===== config.mk =====
export PLATFORM = sky130hd
export DESIGN_NAME = fa_cell
export DESIGN_NICKNAME = d
export VERILOG_FILES = /design/src/hw/rtl/fa_pkg.sv /design/src/hw/rtl/fa_cell.sv
export SDC_FILE = /design/constraint.sdc
export NUM_CORES = 1
export LEC_CHECK = 0
export ABC_AREA = 1
export BUFFER_PORTS_ARGS = -buffer_cell sky130_fd_sc_hd__buf_2
export CAP_MARGIN = 15
export CORE_MARGIN = 2
export CORE_UTILIZATION = 42
export DETAILED_ROUTE_END_ITERATION = 16
export PLACE_DENSITY = 0.81
export SYNTH_ARGS = -nofsm -noshare
export SYNTH_HDL_FRONTEND = slang
export SYNTH_SLANG_ARGS = --single-unit

===== constraint.sdc =====
create_clock -name clk -period 0.8 [get_ports clk]
set_input_delay 0.04 -clock clk [delete_from_list [all_inputs] [get_ports clk]]
set_output_delay 0.04 -clock clk [all_outputs]
set_load 0.01 [all_outputs]

===== src/hw/rtl/fa_pkg.sv =====
`default_nettype none
package fa_pkg;

	typedef enum logic [1:0] {
		FUNC_ALLOC = 2'd0,
		FUNC_FREE  = 2'd1,
		FUNC_TOUCH = 2'd2,
		FUNC_QUERY = 2'd3
	} func_t;

	typedef enum logic [1:0] {
		ST_OK      = 2'd0,
		ST_NOFRAME = 2'd1,
		ST_BADIDX  = 2'd2
	} status_t;

	typedef enum logic [1:0] {
		PH_IDLE = 2'd0,
		PH_SCAN = 2'd1,
		PH_DONE = 2'd2
	} phase_t;

	typedef struct packed {
		logic [1:0]  func;
		logic [15:0] owner_id;
		logic [15:0] virtual_page;
		logic [7:0]  frame_index;
		logic [31:0] now_time;
	} cmd_t;

	typedef struct packed {
		logic [1:0]  status;
		logic [5:0]  granted_frame;
		logic        did_evict;
		logic [15:0] evicted_owner;
		logic [15:0] evicted_page;
		logic        frame_in_use;
		logic [6:0]  free_total;
		logic [5:0]  free_runs;
	} rsp_t;

	// one frame's contents as it circulates round the ring
	typedef struct packed {
		logic        used;
		logic [15:0] owner;
		logic [15:0] vpage;
		logic [31:0] stamp;
	} frame_t;

endpackage
`default_nettype wire


===== src/hw/rtl/fa_cell.sv =====
`default_nettype none
module fa_cell
	import fa_pkg::*;
(
	input  wire logic   clk,
	input  wire logic   arst_n,
	input  wire logic   shift,
	input  wire logic   load,
	input  wire frame_t load_d,
	input  wire frame_t prev,
	output frame_t      cur
);

	frame_t frm_q;

	// rotate one place per cycle while shift is high, or take a rewritten frame when load is high (the tail cell)
	always_ff @(posedge clk or negedge arst_n) begin
		if (!arst_n) begin
			frm_q <= '0;
		end else if (load) begin
			frm_q <= load_d;
		end else if (shift) begin
			frm_q <= prev;
		end
	end

	assign cur = frm_q;

endmodule
`default_nettype wire

==> impl_results.md, run 1 <==
* Outcome: did not finish
* Last flow stage reached: clock tree synthesis (4_1_cts)
* Tool error: [ERROR RSZ-0060] Max buffer count reached.
* Count of input and output buffers at 198
* Final RePlAce weighted congestion at 0.747
* Net count of the mapped netlist at 489
* Resize count post-CTS at 3
* Clk Tree Root Cell: sky130_fd_sc_hd__clkbuf_8
* Number of distinct library cell variants in the gate-level netlist after synthesis at 9
* Initial Utilization at 0.433
* Post-synth design cell area at roughly 2900 um^2
* Number of standard-cell rows in the floorplan at 30
* Number of buffers created by CTS at 9
* Maximum buffer depth of the clock tree at 2
* Synth Instances at about 360
* Buffers inserted during post-CTS setup optimization at 13
* Synthesis warning total at 0
* Hold Buf Count CTS at 130
* Proportion of synthesized chip area in sequential cells at 0.556
* H-tree depth at 3
* Boundary Pins at 199
* Flops & latches, synth at 65
* HPWL Detailed at 6.15 mm
* Die height at between 80 and 90 um
* Die Wd at 87.5 um
* Number of sinks driven by the clock tree at 65
* Mean post-synth cell area at 8.24 um^2
[logic make-up after synthesis]
group / Yosys count / synth area share
AND/OR/NAND/NOR: 261 / 0.390
buffers and inverters: 29 / 0.0539
flip-flops: 65 / 0.556
[through the flow]
| step | hold slack [ps] | TNS (ps) | area [um^2] | std cells | setup slack (ps) |
|---|---|---|---|---|---|
| 3_3_place_gp | 79.3 | -20.1 | 4020 | 616 | -11.0 |
| 2_1_floorplan | -256 | 0 | 2930 | 355 | 164 |
| 3_5_place_dp | 84.2 | -609 | 4020 | 616 | -64.4 |
[cell usage after synthesis, drive strengths merged]
library cell	count	area [um^2]
inv	1	3.75
nand3	130	651
buf	26	146
dfrtp	65	1630
nand2	130	488
clkbuf	2	7.51
nor2	1	3.75
==> run 2: changes to the inputs <==
--- a/config.mk
+++ b/config.mk
@@ -9,9 +9,9 @@
 export BUFFER_PORTS_ARGS = -buffer_cell sky130_fd_sc_hd__buf_2
 export CAP_MARGIN = 15
 export CORE_MARGIN = 2
-export CORE_UTILIZATION = 42
+export CORE_UTILIZATION = 40
 export DETAILED_ROUTE_END_ITERATION = 16
-export PLACE_DENSITY = 0.81
+export PLACE_DENSITY_LB_ADDON = 0.15
 export SYNTH_ARGS = -nofsm -noshare
 export SYNTH_HDL_FRONTEND = slang
 export SYNTH_SLANG_ARGS = --single-unit
==> impl_results.md, run 2 <==
* Design area at 5980 um^2
* Initial Utilization at 0.408 (was 0.433)
* Max-cap violation count at 0
* Final Skew at 0 ps
* Die Wd at 89.5 um (was 87.5 um)
* Top cells by area in the synthesized netlist: sky130_fd_sc_hd__dfrtp_1 56%, sky130_fd_sc_hd__nand3_1 22%, sky130_fd_sc_hd__nand2_1 17% (unchanged)
* Max Fclk at 1080 MHz
* Req. time, crit path at 760 ps
* Power consumption at roughly 0.009 W
* CTS tree: done
* Area used by multi-input combinational logic at roughly 1200 um^2
* Flops & latches, synth at 65 (unchanged)
* H-tree depth at 3 (unchanged)
* Inst Count DP at 636 (was 616)
* Async S/R FF share, synth at 1.00 (unchanged)
* Routed WL per cell at 16.1 um
* Net count of the mapped netlist at 489 (unchanged)
* Cell type with the largest total area after synthesis: sky130_fd_sc_hd__dfrtp_1 (unchanged)
* Aggregate global-route resource usage at 0.293
* Number of sinks driven by the clock tree at 65 (unchanged)
* Post-layout minimum cycle time at 929 ps
* Outcome: finished with violations (was did not finish)
* Mean post-synth cell area at 8.24 um^2 (unchanged)
* Path type of the worst setup path: reg2out
* Die height at 89.5 um (was 87.5 um)
* Cell area after placement at 4070 um^2 (was 4020 um^2)
* Count of input and output buffers at 198 (unchanged)
* Type of origin of the critical path: register
* Transition at the pin with the smallest max-transition slack at 354 ps
* Remaining global-route overflow at 0
* CP Data Arrival Time at 890 ps
* HPWL Detailed at 6.18 mm (was 6.15 mm)
* Family with the most delay on the worst path: flip-flops
* Maximum number of pins on one net before global-route repair at 66
* Final RePlAce weighted congestion at 0.767 (was 0.747)
* Layout cell share with drive strength beyond 1 at 0.368
* Number of hold violations in the final report at 0
* Setup-violating endpoint count in the final report at 70
* DR vias/cell at 5.10
* PnR worst setup slack at -129 ps
* Number of buffers created by CTS at 9 (unchanged)
* Leakage power figure at 3.09 nW
* Synth Instances at 355 (unchanged)
* Antenna-violating nets left at 0
* Total die area at 8020 um^2
* Layout-stage area growth over the synthesis result at 104%
* Fillers at 409
* Cell at the slowest stage of the critical path: sky130_fd_sc_hd__dfrtp_1
* Hold slack final at 231 ps
* Share of Yosys cell area claimed by the top area cell type at 0.556 (unchanged)
* Cell Pwr Density at 1500 nW/um^2
* RSZ-0062 raised after global routing: yes
* Final standard cell count with taps included and fillers excluded at 816
* Highest-count cells in the layout ignoring fill and taps: 176 x sky130_fd_sc_hd__buf_2, 131 x sky130_fd_sc_hd__dlygate4sd3_1, 129 x sky130_fd_sc_hd__nand3_1, 128 x sky130_fd_sc_hd__nand2_1, 65 x sky130_fd_sc_hd__dfrtp_1
* Boundary Pins at 199 (unchanged)
* Largest voltage drop on the vdd net at 0.933 mV
* Floorplan core area at 7180 um^2
* Number of iterations in the first detailed-routing pass at 5
* DRC errors left at 0
* Failing checks: setup timing
* Buffer and inverter count on the worst path at 1
* Vias after detailed routing at 4,159
* Most common cell after layout, fill and taps aside: sky130_fd_sc_hd__buf_2
* Headroom to the max-slew limit at 0.764
* Final slew viol count at 0
* Clock Latency Late Sink at 320 ps
* Final nets at 848
* Hold/Removal Path Class: in2reg
* Maximum buffer depth of the clock tree at 2 (unchanged)
* Antenna violations before repair at 0
* Register cell area after layout at around 1600 um^2
* Flip-flop cell with the highest count after synthesis: sky130_fd_sc_hd__dfrtp_1 (unchanged)
* Final antenna diode count at 0
* Detailed Route Iter0 Violations at 279
* Number of distinct library cell variants in the gate-level netlist after synthesis at 9 (unchanged)
* Post-synth design cell area at 2930 um^2 (unchanged)
* Clock transition at the registers of the reported paths at approximately 70 ps
* Via count of the first global-routing pass at 3,883
* Proportion of synthesized chip area in sequential cells at 0.556 (unchanged)
* Wire length of the first global-routing pass at 17.7 mm
* Commonest cells post-synth: 130 x sky130_fd_sc_hd__nand2_1, 130 x sky130_fd_sc_hd__nand3_1, 65 x sky130_fd_sc_hd__dfrtp_1 (unchanged)
* Worst-path fanout max at 2
* Share of the clock period used by the worst path at 1.16
* Critical Path, Cell by Cell: buf_6
* Clk Tree Root Cell: sky130_fd_sc_hd__clkbuf_8 (unchanged)
* Flip-flop count of the largest register after layout at 65
* Post-synth EDFFs at 0 (unchanged)
* Endpoint type of the worst setup path: primary output
* Synthesis warning total at 0 (unchanged)
* Number of standard-cell rows in the floorplan at 31 (was 30)
* Crit path largest cell delay at 420 ps
* Final wirelength at around 13 mm
## run 2: power breakdown
part	internal, W	leakage (nW)	switching [W]
Sequential	0.00360	0.788	0.000204
Combinational	0.00145	2.21	0.00109
Clock	0.00147	0.0978	0.00117
## run 2: through the flow
stage | worst slack (ps) | util | setup TNS (ps)
floorplan | 164 | - | 0
global placement | 11.9 | 0.568 | 0
detailed placement | -22.9 | 0.568 | -32.7
CTS | -130 | 0.797 | -6490
global route | -193 | 0.833 | -8640
finish | -129 | 0.833 | -6230
## run 2: timing repair
| item | in CTS | in global routing |
|---|---|---|
| hold buffers | 131 | 0 |
| pin swaps | 0 | 0 |
| resized for setup | 7 | 20 |
| buffers inserted | 14 | 21 |
| hold endpoints to repair | 130 | 0 |
| endpoints found under the setup margin | 65 | 66 |
## run 2: final cells by class
type,count,share of cell area
timing repair buffer,376,0.482
tap,99,0.0207
clock buffer,10,0.0230
sequential,65,0.272
inverter,1,0.000628
multi-input combinational,261,0.194
clock inverter,4,0.00753
## run 2: worst paths after layout
check	start	endpoint	slack [ps]	cells past startpoint
hold / removal	shift	cur[41]	230	5
max in group asynchronous	arst_n	cur[16]	240	3
hold reg to reg	cur[42]	cur[42]	480	2
setup / recovery	cur[52]	cur[52]	-130	1
min in group asynchronous	arst_n	cur[60]	260	3
setup reg to reg	cur[30]	cur[30]	-110	4
## run 2: per-layer routing
metal / up-vias / track usage / routed length, um
met5: - / 0 / 0
met4: 0 / 0.174 / 540
met3: 55 / 0.0554 / 994
met2: 246 / 0.512 / 6990
met1: 1966 / 0.330 / 4590
li1: 1892 / - / -
## run 2: cell families after synthesis
group | count (synthesis) | share of synthesized area
flops | 65 | 0.556
simple gates | 261 | 0.390
buf+inv | 29 | 0.0539
Power figures use the tool's default switching activity.
==> run 3: changes to the inputs <==
--- a/config.mk
+++ b/config.mk
@@ -11,7 +11,7 @@
 export CORE_MARGIN = 2
 export CORE_UTILIZATION = 40
 export DETAILED_ROUTE_END_ITERATION = 16
-export PLACE_DENSITY_LB_ADDON = 0.15
+export PLACE_DENSITY = 0.78
 export SYNTH_ARGS = -nofsm -noshare
 export SYNTH_HDL_FRONTEND = slang
 export SYNTH_SLANG_ARGS = --single-unit
==> constraint.sdc (replaced) <==
create_clock -name clk -period 1.01 [get_ports clk]
set_input_delay 0.0505 -clock clk [delete_from_list [all_inputs] [get_ports clk]]
set_output_delay 0.0505 -clock clk [all_outputs]
set_load 0.01 [all_outputs]
==> impl_results.md, run 3 (same netlist as run 2, synthesis figures left out) <==
* Outcome: finished clean (was finished with violations)
* Total die area at 8020 um^2 (unchanged)
* Switching share of total power at 0.272 (was 0.275)
* DR vias/cell at 5.10 (about the same)
* Gate power share at 0.245 (was 0.283)
* Sequential share of power at 0.437 (was 0.423)
* Remaining global-route overflow at 0 (unchanged)
* Final slew viol count at 0 (unchanged)
* Critical Path, Cell by Cell: buf_2 (was buf_6)
* Antenna violations before repair at 0 (unchanged)
* Number of hold violations in the final report at 0 (unchanged)
* Cell at the slowest stage of the critical path: sky130_fd_sc_hd__dfrtp_1 (unchanged)
* Type of origin of the critical path: register (unchanged)
* Final wirelength at 12.2 mm (was 13.1 mm)
* Core utilization of the finished layout at 0.773 (was 0.833)
* RSZ-0062 raised after global routing: no (was yes)
* Hold/Removal Path Class: in2reg (unchanged)
* Internal Dissipation at 0.00499 W (was 0.00652 W)
* Largest voltage drop on the vdd net at 0.731 mV (was 0.933 mV)
* Number of standard-cell rows in the floorplan at 31 (unchanged)
* Initial Utilization at 0.408 (unchanged)
* Req. time, crit path at 960 ps (was 760 ps)
* Max-cap violation count at 0 (unchanged)
* CP Data Arrival Time at 890 ps (about the same)
* Share of the clock period used by the worst path at 0.928
* Die height at 89.5 um (unchanged)
* Number of sinks driven by the clock tree at 65 (unchanged)
* H-tree depth at 3 (unchanged)
* Boundary Pins at 199 (unchanged)
* Via count of the first global-routing pass at 4,003 (was 3,883)
* Worst hold path cell count at 3 (was 5)
* Final antenna diode count at 0 (unchanged)
* Layout cell share with drive strength beyond 1 at 0.330 (was 0.368)
* Family with the most delay on the worst path: flip-flops (unchanged)
* Clock transition at the registers of the reported paths at 70 ps (about the same)
* Layout-stage area growth over the synthesis result at 89.6% (was 104%)
* Antenna-violating nets left at 0 (unchanged)
* Maximum buffer depth of the clock tree at 2 (unchanged)
* Wire length of the first global-routing pass at 17.9 mm (was 17.7 mm)
* Headroom to the max-slew limit at 0.772 (was 0.764)
* Final nets at 811 (was 848)
* Buffer and inverter count on the worst path at 1 (unchanged)
* Final Skew at 0 ps (unchanged)
* Count of input and output buffers at 198 (unchanged)
* Cell count of the worst reg-to-reg path at 2 (was 4)
* Routed WL per cell at 15.6 um (was 16.1 um)
* Post-layout minimum cycle time at 938 ps
* Flip-flop count of the largest register after layout at 65 (unchanged)
* Aggregate global-route resource usage at 0.296 (was 0.293)
* Buffers inserted during post-CTS setup optimization at 0 (was 14)
* Number of iterations in the first detailed-routing pass at 4 (was 5)
* Worst-path fanout max at 2 (unchanged)
* Hold slack final at 20.8 ps (was 231 ps)
* Cell Pwr Density at 1240 nW/um^2 (was 1500 nW/um^2)
* Clock Latency Late Sink at 330 ps (was 320 ps)
* Total Neg Setup Slack at 0 ps (was -6230 ps)
* DRC errors left at 0 (unchanged)
* Leakage power figure at 2.87 nW (was 3.09 nW)
* Detailed Route Iter0 Violations at 272 (was 279)
* Clk Tree Root Cell: sky130_fd_sc_hd__clkbuf_8 (unchanged)
* Highest-count cells in the layout ignoring fill and taps: 198 x sky130_fd_sc_hd__buf_2, 130 x sky130_fd_sc_hd__nand2_1, 130 x sky130_fd_sc_hd__nand3_1, 130 x sky130_fd_sc_hd__dlygate4sd3_1, 65 x sky130_fd_sc_hd__dfrtp_1 (was 176 x sky130_fd_sc_hd__buf_2, 131 x sky130_fd_sc_hd__dlygate4sd3_1, 129 x sky130_fd_sc_hd__nand3_1, 128 x sky130_fd_sc_hd__nand2_1, 65 x sky130_fd_sc_hd__dfrtp_1)
* Setup-violating endpoint count in the final report at 0 (was 70)
* Transition at the pin with the smallest max-transition slack at 342 ps (was 354 ps)
* CP Depth at 1 (unchanged)
* Final RePlAce weighted congestion at 0.767 (about the same)
* Die Wd at 89.5 um (unchanged)
* Floorplan core area at 7180 um^2 (unchanged)
* CTS tree: done (unchanged)
* Power share of the clock group at 0.318 (was 0.295)
* Maximum number of pins on one net before global-route repair at 66 (unchanged)
* Sw power at 0.00186 W (was 0.00247 W)
* HPWL Detailed at 6.27 mm (was 6.18 mm)
* Crit path largest cell delay at 400 ps (was 420 ps)
* Vias after detailed routing at 3,975 (was 4,159)
* Most common cell after layout, fill and taps aside: sky130_fd_sc_hd__buf_2 (unchanged)
* Max Fclk at 1070 MHz
* Endpoint type of the worst setup path: primary output (unchanged)
* Path type of the worst setup path: reg2out (unchanged)
* Number of buffers created by CTS at 9 (unchanged)
## run 3: cell count changes in the layout (fill, tap and decap cells not counted), moves of 2 or more
cell and delta:
sky130_fd_sc_hd__buf_2 +22, sky130_fd_sc_hd__buf_4 -34, sky130_fd_sc_hd__buf_6 -23, sky130_fd_sc_hd__nand2_1 +2
sky130_fd_sc_hd__nand2_2 -2
## run 3: area by class of cell
type	count	area (um^2)
Inverter	1	3.75
Timing Repair Buffer	339	2450
Multi-Input combinational cell	261	1150
Tap cell	99	124
Clock buffer	12	155
Fill cell	444	1630
Sequential cell	65	1630
Clock inverter	3	40.0
## run 3: routing by layer
metal  global-route usage  vias up  routed length (um)
met4                0.225        0                 771
met5                    0        -                   0
met3               0.0674       78                 987
li1                     -     1821                   -
met1                0.299     1807                4270
met2                0.527      269                6150
## run 3: metrics by stage
stage	setup slack, ps	total power, W	instances	cell area (um^2)
final	72.2	0.00685	780	5550
after global routing	44.1	0.00717	780	5550
after CTS	60.3	0.00685	780	5550
after detailed placement	168	0.00426	635	4050
after global placement	233	0.00423	635	4050
after floorplan	374	0.00356	355	2930
## run 3: what timing repair did
action                    4_1_cts  5_1_grt
resized for setup               0        0
hold endpoints to repair      130        0
hold buffers                  130        0
## run 3: path summary, 6_finish.rpt
kind,start,slack (ps),to
min in group asynchronous,arst_n,260,cur[20]
max,cur[2],70,cur[2]
max reg2reg,cur[2],330,cur[2]
min,prev[39],20,cur[39]
min reg2reg,cur[25],480,cur[25]
max in group asynchronous,arst_n,470,cur[62]
## run 3: worst min-delay path, delay by kind of cell
| family | cells | cell delay [ps] |
|---|---|---|
| buffers and inverters | 1 | 80 |
| AND/OR/NAND/NOR | 2 | 180 |
## run 3: power groups by stage
stage          Clock, W  Combinational, W  Sequential [W]
3_5_place_dp          0           0.00124         0.00303
2_1_floorplan         0          0.000417         0.00314
5_1_grt         0.00233           0.00183         0.00301
6_report        0.00218           0.00168         0.00299
3_3_place_gp          0           0.00121         0.00302
4_1_cts         0.00224           0.00162         0.00298
==> run 4: changes to the inputs <==
--- a/config.mk
+++ b/config.mk
@@ -9,9 +9,9 @@
 export BUFFER_PORTS_ARGS = -buffer_cell sky130_fd_sc_hd__buf_2
 export CAP_MARGIN = 15
 export CORE_MARGIN = 2
-export CORE_UTILIZATION = 40
+export CORE_UTILIZATION = 38
 export DETAILED_ROUTE_END_ITERATION = 16
-export PLACE_DENSITY = 0.78
+export PLACE_DENSITY = 0.77
 export SYNTH_ARGS = -nofsm -noshare
 export SYNTH_HDL_FRONTEND = slang
 export SYNTH_SLANG_ARGS = --single-unit
==> constraint.sdc (replaced) <==
create_clock -name clk -period 0.8 [get_ports clk]
set_input_delay 0.04 -clock clk [delete_from_list [all_inputs] [get_ports clk]]
set_output_delay 0.04 -clock clk [all_outputs]
set_load 0.01 [all_outputs]
==> impl_results.md, run 4 (same netlist as run 2, synthesis figures left out) <==
* Outcome: finished with violations (was finished clean)
* Failing checks: setup timing
* Number of sinks driven by the clock tree at 65 (unchanged)
* Final wirelength at 14.0 mm (was 12.2 mm)
* Cell at the slowest stage of the critical path: sky130_fd_sc_hd__dfrtp_1 (unchanged)
* Highest-count cells in the layout ignoring fill and taps: 181 x sky130_fd_sc_hd__buf_2, 131 x sky130_fd_sc_hd__dlygate4sd3_1, 124 x sky130_fd_sc_hd__nand2_1, 124 x sky130_fd_sc_hd__nand3_1, 65 x sky130_fd_sc_hd__dfrtp_1 (was 198 x sky130_fd_sc_hd__buf_2, 130 x sky130_fd_sc_hd__nand2_1, 130 x sky130_fd_sc_hd__nand3_1, 130 x sky130_fd_sc_hd__dlygate4sd3_1, 65 x sky130_fd_sc_hd__dfrtp_1)
* Post-layout minimum cycle time at ~920 ps
* Share of the clock period used by the worst path at 1.15
* CP Data Arrival Time at 880 ps (was 890 ps)
* Flip-flop count of the largest register after layout at 65 (unchanged)
* Post-placement setup slack at -11.8 ps (was 168 ps)
* Sequential share of power at 0.421 (was 0.437)
* Initial Utilization at 0.397 (was 0.408)
* Remaining global-route overflow at 0 (unchanged)
* DR vias/cell at 5.26 (was 5.10)
* Total die area at 8420 um^2 (was 8020 um^2)
* Die Wd at 91.8 um (was 89.5 um)
* Cell count of the worst reg-to-reg path at 4 (was 2)
* Floorplan core area at 7370 um^2 (was 7180 um^2)
* Path type of the worst setup path: reg2out (unchanged)
* Hold slack final at 181 ps (was 20.8 ps)
* Type of origin of the critical path: register (unchanged)
* Final nets at 845 (was 811)
* Switching share of total power at 0.278 (was 0.272)
* Hold endpoint: cur[43] (was cur[39])
* Gate power share at 0.281 (was 0.245)
* Final antenna diode count at 0 (unchanged)
* Hold/Removal Path Class: in2reg (unchanged)
* Max Fclk at around 1100 MHz
* Number of iterations in the first detailed-routing pass at 5 (was 4)
* Leakage power figure at 3.09 nW (was 2.87 nW)
* Transition at the pin with the smallest max-transition slack at 343 ps (was 342 ps)
* Die height at 91.8 um (was 89.5 um)
* Boundary Pins at 199 (unchanged)
* Family with the most delay on the worst path: flip-flops (unchanged)
* H-tree depth at 3 (unchanged)
* DRC errors left at 0 (unchanged)
* Maximum buffer depth of the clock tree at 2 (unchanged)
* Largest voltage drop on the vdd net at 0.789 mV (was 0.731 mV)
* Number of standard-cell rows in the floorplan at 31 (unchanged)
* CTS tree: done (unchanged)
* Clock transition at the registers of the reported paths at 70 ps (about the same)
* Fillers at 416 (was 444)
* Worst-path fanout max at 2 (unchanged)
* Final RePlAce weighted congestion at 0.834 (was 0.767)
* Launch point of the worst reg-to-reg path: cur[56] (was cur[2])
* Aggregate global-route resource usage at 0.306 (was 0.296)
* Layout cell share with drive strength beyond 1 at 0.376 (was 0.330)
* Internal Dissipation at 0.00653 W (was 0.00499 W)
* Number of hold violations in the final report at 0 (unchanged)
* Sw power at 0.00252 W (was 0.00186 W)
* Antenna violations before repair at 0 (unchanged)
* Detailed Route Iter0 Violations at 289 (was 272)
* Number of buffers created by CTS at 9 (unchanged)
* Design area at 5960 um^2 (was 5550 um^2)
* PnR worst setup slack at -118 ps (was 72.2 ps)
* Endpoint type of the worst setup path: primary output (unchanged)
* Register-to-register setup slack at -100 ps (was 330 ps)
* Via count of the first global-routing pass at 4,288 (was 4,003)
* End of the worst register-to-register path: cur[56] (was cur[2])
* RSZ-0062 raised after global routing: yes (was no)
* Most common cell after layout, fill and taps aside: sky130_fd_sc_hd__buf_2 (unchanged)
* HPWL Detailed at 6.15 mm (was 6.27 mm)
* Hold Startpoint: load (was prev[39])
* Total Neg Setup Slack at -6120 ps (was 0 ps)
* Power share of the clock group at 0.298 (was 0.318)
* Max-cap violation count at 0 (unchanged)
* Vias after detailed routing at 4,285 (was 3,975)
* Cell area after placement at 4050 um^2 (about the same)
* Headroom to the max-slew limit at 0.771 (was 0.772)
* Req. time, crit path at 760 ps (was 960 ps)
* Count of input and output buffers at 198 (unchanged)
* Wire length of the first global-routing pass at 20.5 mm (was 17.9 mm)
* Maximum number of pins on one net before global-route repair at 66 (unchanged)
* Setup-violating endpoint count in the final report at 71 (was 0)
* Final Skew at 0 ps (unchanged)
* Buffer and inverter count on the worst path at 1 (unchanged)
* Critical Path, Cell by Cell: buf_2 (unchanged)
* Clock Latency Late Sink at 320 ps (was 330 ps)
* Crit path largest cell delay at 410 ps (was 400 ps)
* Worst hold path cell count at 4 (was 3)
* Final slew viol count at 0 (unchanged)
* Antenna-violating nets left at 0 (unchanged)
* Layout-stage area growth over the synthesis result at 104% (was 89.6%)
* Clk Tree Root Cell: sky130_fd_sc_hd__clkbuf_8 (unchanged)
* Routed WL per cell at 17.2 um (was 15.6 um)
* Cell Pwr Density at 1520 nW/um^2 (was 1240 nW/um^2)
==> run 4: cell types whose count changed in the layout (fill, tap and decap cells not counted) <==
cell / previous run / this run
sky130_fd_sc_hd__nand3_2: 0 / 6
sky130_fd_sc_hd__clkbuf_8: 11 / 10
sky130_fd_sc_hd__nand2_1: 130 / 124
sky130_fd_sc_hd__dlygate4sd3_1: 130 / 131
sky130_fd_sc_hd__buf_4: 5 / 36
sky130_fd_sc_hd__nand2_2: 0 / 6
sky130_fd_sc_hd__buf_2: 198 / 181
sky130_fd_sc_hd__buf_6: 0 / 19
sky130_fd_sc_hd__clkbuf_1: 1 / 3
sky130_fd_sc_hd__nand3_1: 130 / 124
==> run 4: worst max-delay path by stage <==
stage	start	end	slack, ps	depth (start not counted)
after CTS	cur[5]	cur[5]	-130	1
final	cur[30]	cur[30]	-120	1
after global routing	cur[21]	cur[21]	-160	1
after floorplan	cur[37]	cur[37]	160	2
after detailed placement	load	cur[3]	-10	4
after global placement	shift	cur[50]	4	4
==> run 4: final cells by class <==
class                           instances  area, um^2  share of cell area
Clock buffer                           13         149              0.0250
Clock inverter                          3        40.0             0.00672
Inverter                                1        3.75            0.000630
Multi-Input combinational cell        261        1190               0.201
Sequential cell                        65        1630               0.273
Tap cell                               99         124              0.0208
Timing Repair Buffer                  373        2820               0.473
==> run 4: power groups by stage <==
stage	Clock [W]	Combinational, W	Sequential [W]
after global routing	0.00292	0.00272	0.00383
final	0.00270	0.00255	0.00381
after floorplan	0	0.000527	0.00396
after global placement	0	0.00153	0.00381
after detailed placement	0	0.00156	0.00382
after CTS	0.00275	0.00215	0.00376
==> run 4: repair_timing <==
item                       4_1_cts  5_1_grt
hold buffers                   131        0
gates resized for setup          2       29
cloned                           0        0
buffers inserted                12       22
setup endpoints to repair       65       67
hold endpoints to repair       130        0
==> run 4: per-stage QoR <==
stage / util / std cells / power [W]
CTS: 0.766 / 793 / 0.00866
global placement: 0.549 / 634 / 0.00534
finish: 0.809 / 815 / 0.00906
global route: 0.809 / 815 / 0.00948
detailed placement: 0.549 / 634 / 0.00538
floorplan: - / 355 / 0.00449
==> run 4: metal layers <==
metal	vias up	share of wire	GRT usage
met1	2003	0.34	0.327
met4	0	0.054	0.182
met3	64	0.086	0.0707
met5	-	0	0
met2	331	0.52	0.550
li1	1887	-	-
==> run 4: tightest hold or removal path, stage by stage <==
cell	delay (ps)
sky130_fd_sc_hd__buf_2	160
sky130_fd_sc_hd__buf_4	150
sky130_fd_sc_hd__nand2_1	40
sky130_fd_sc_hd__nand3_1	80
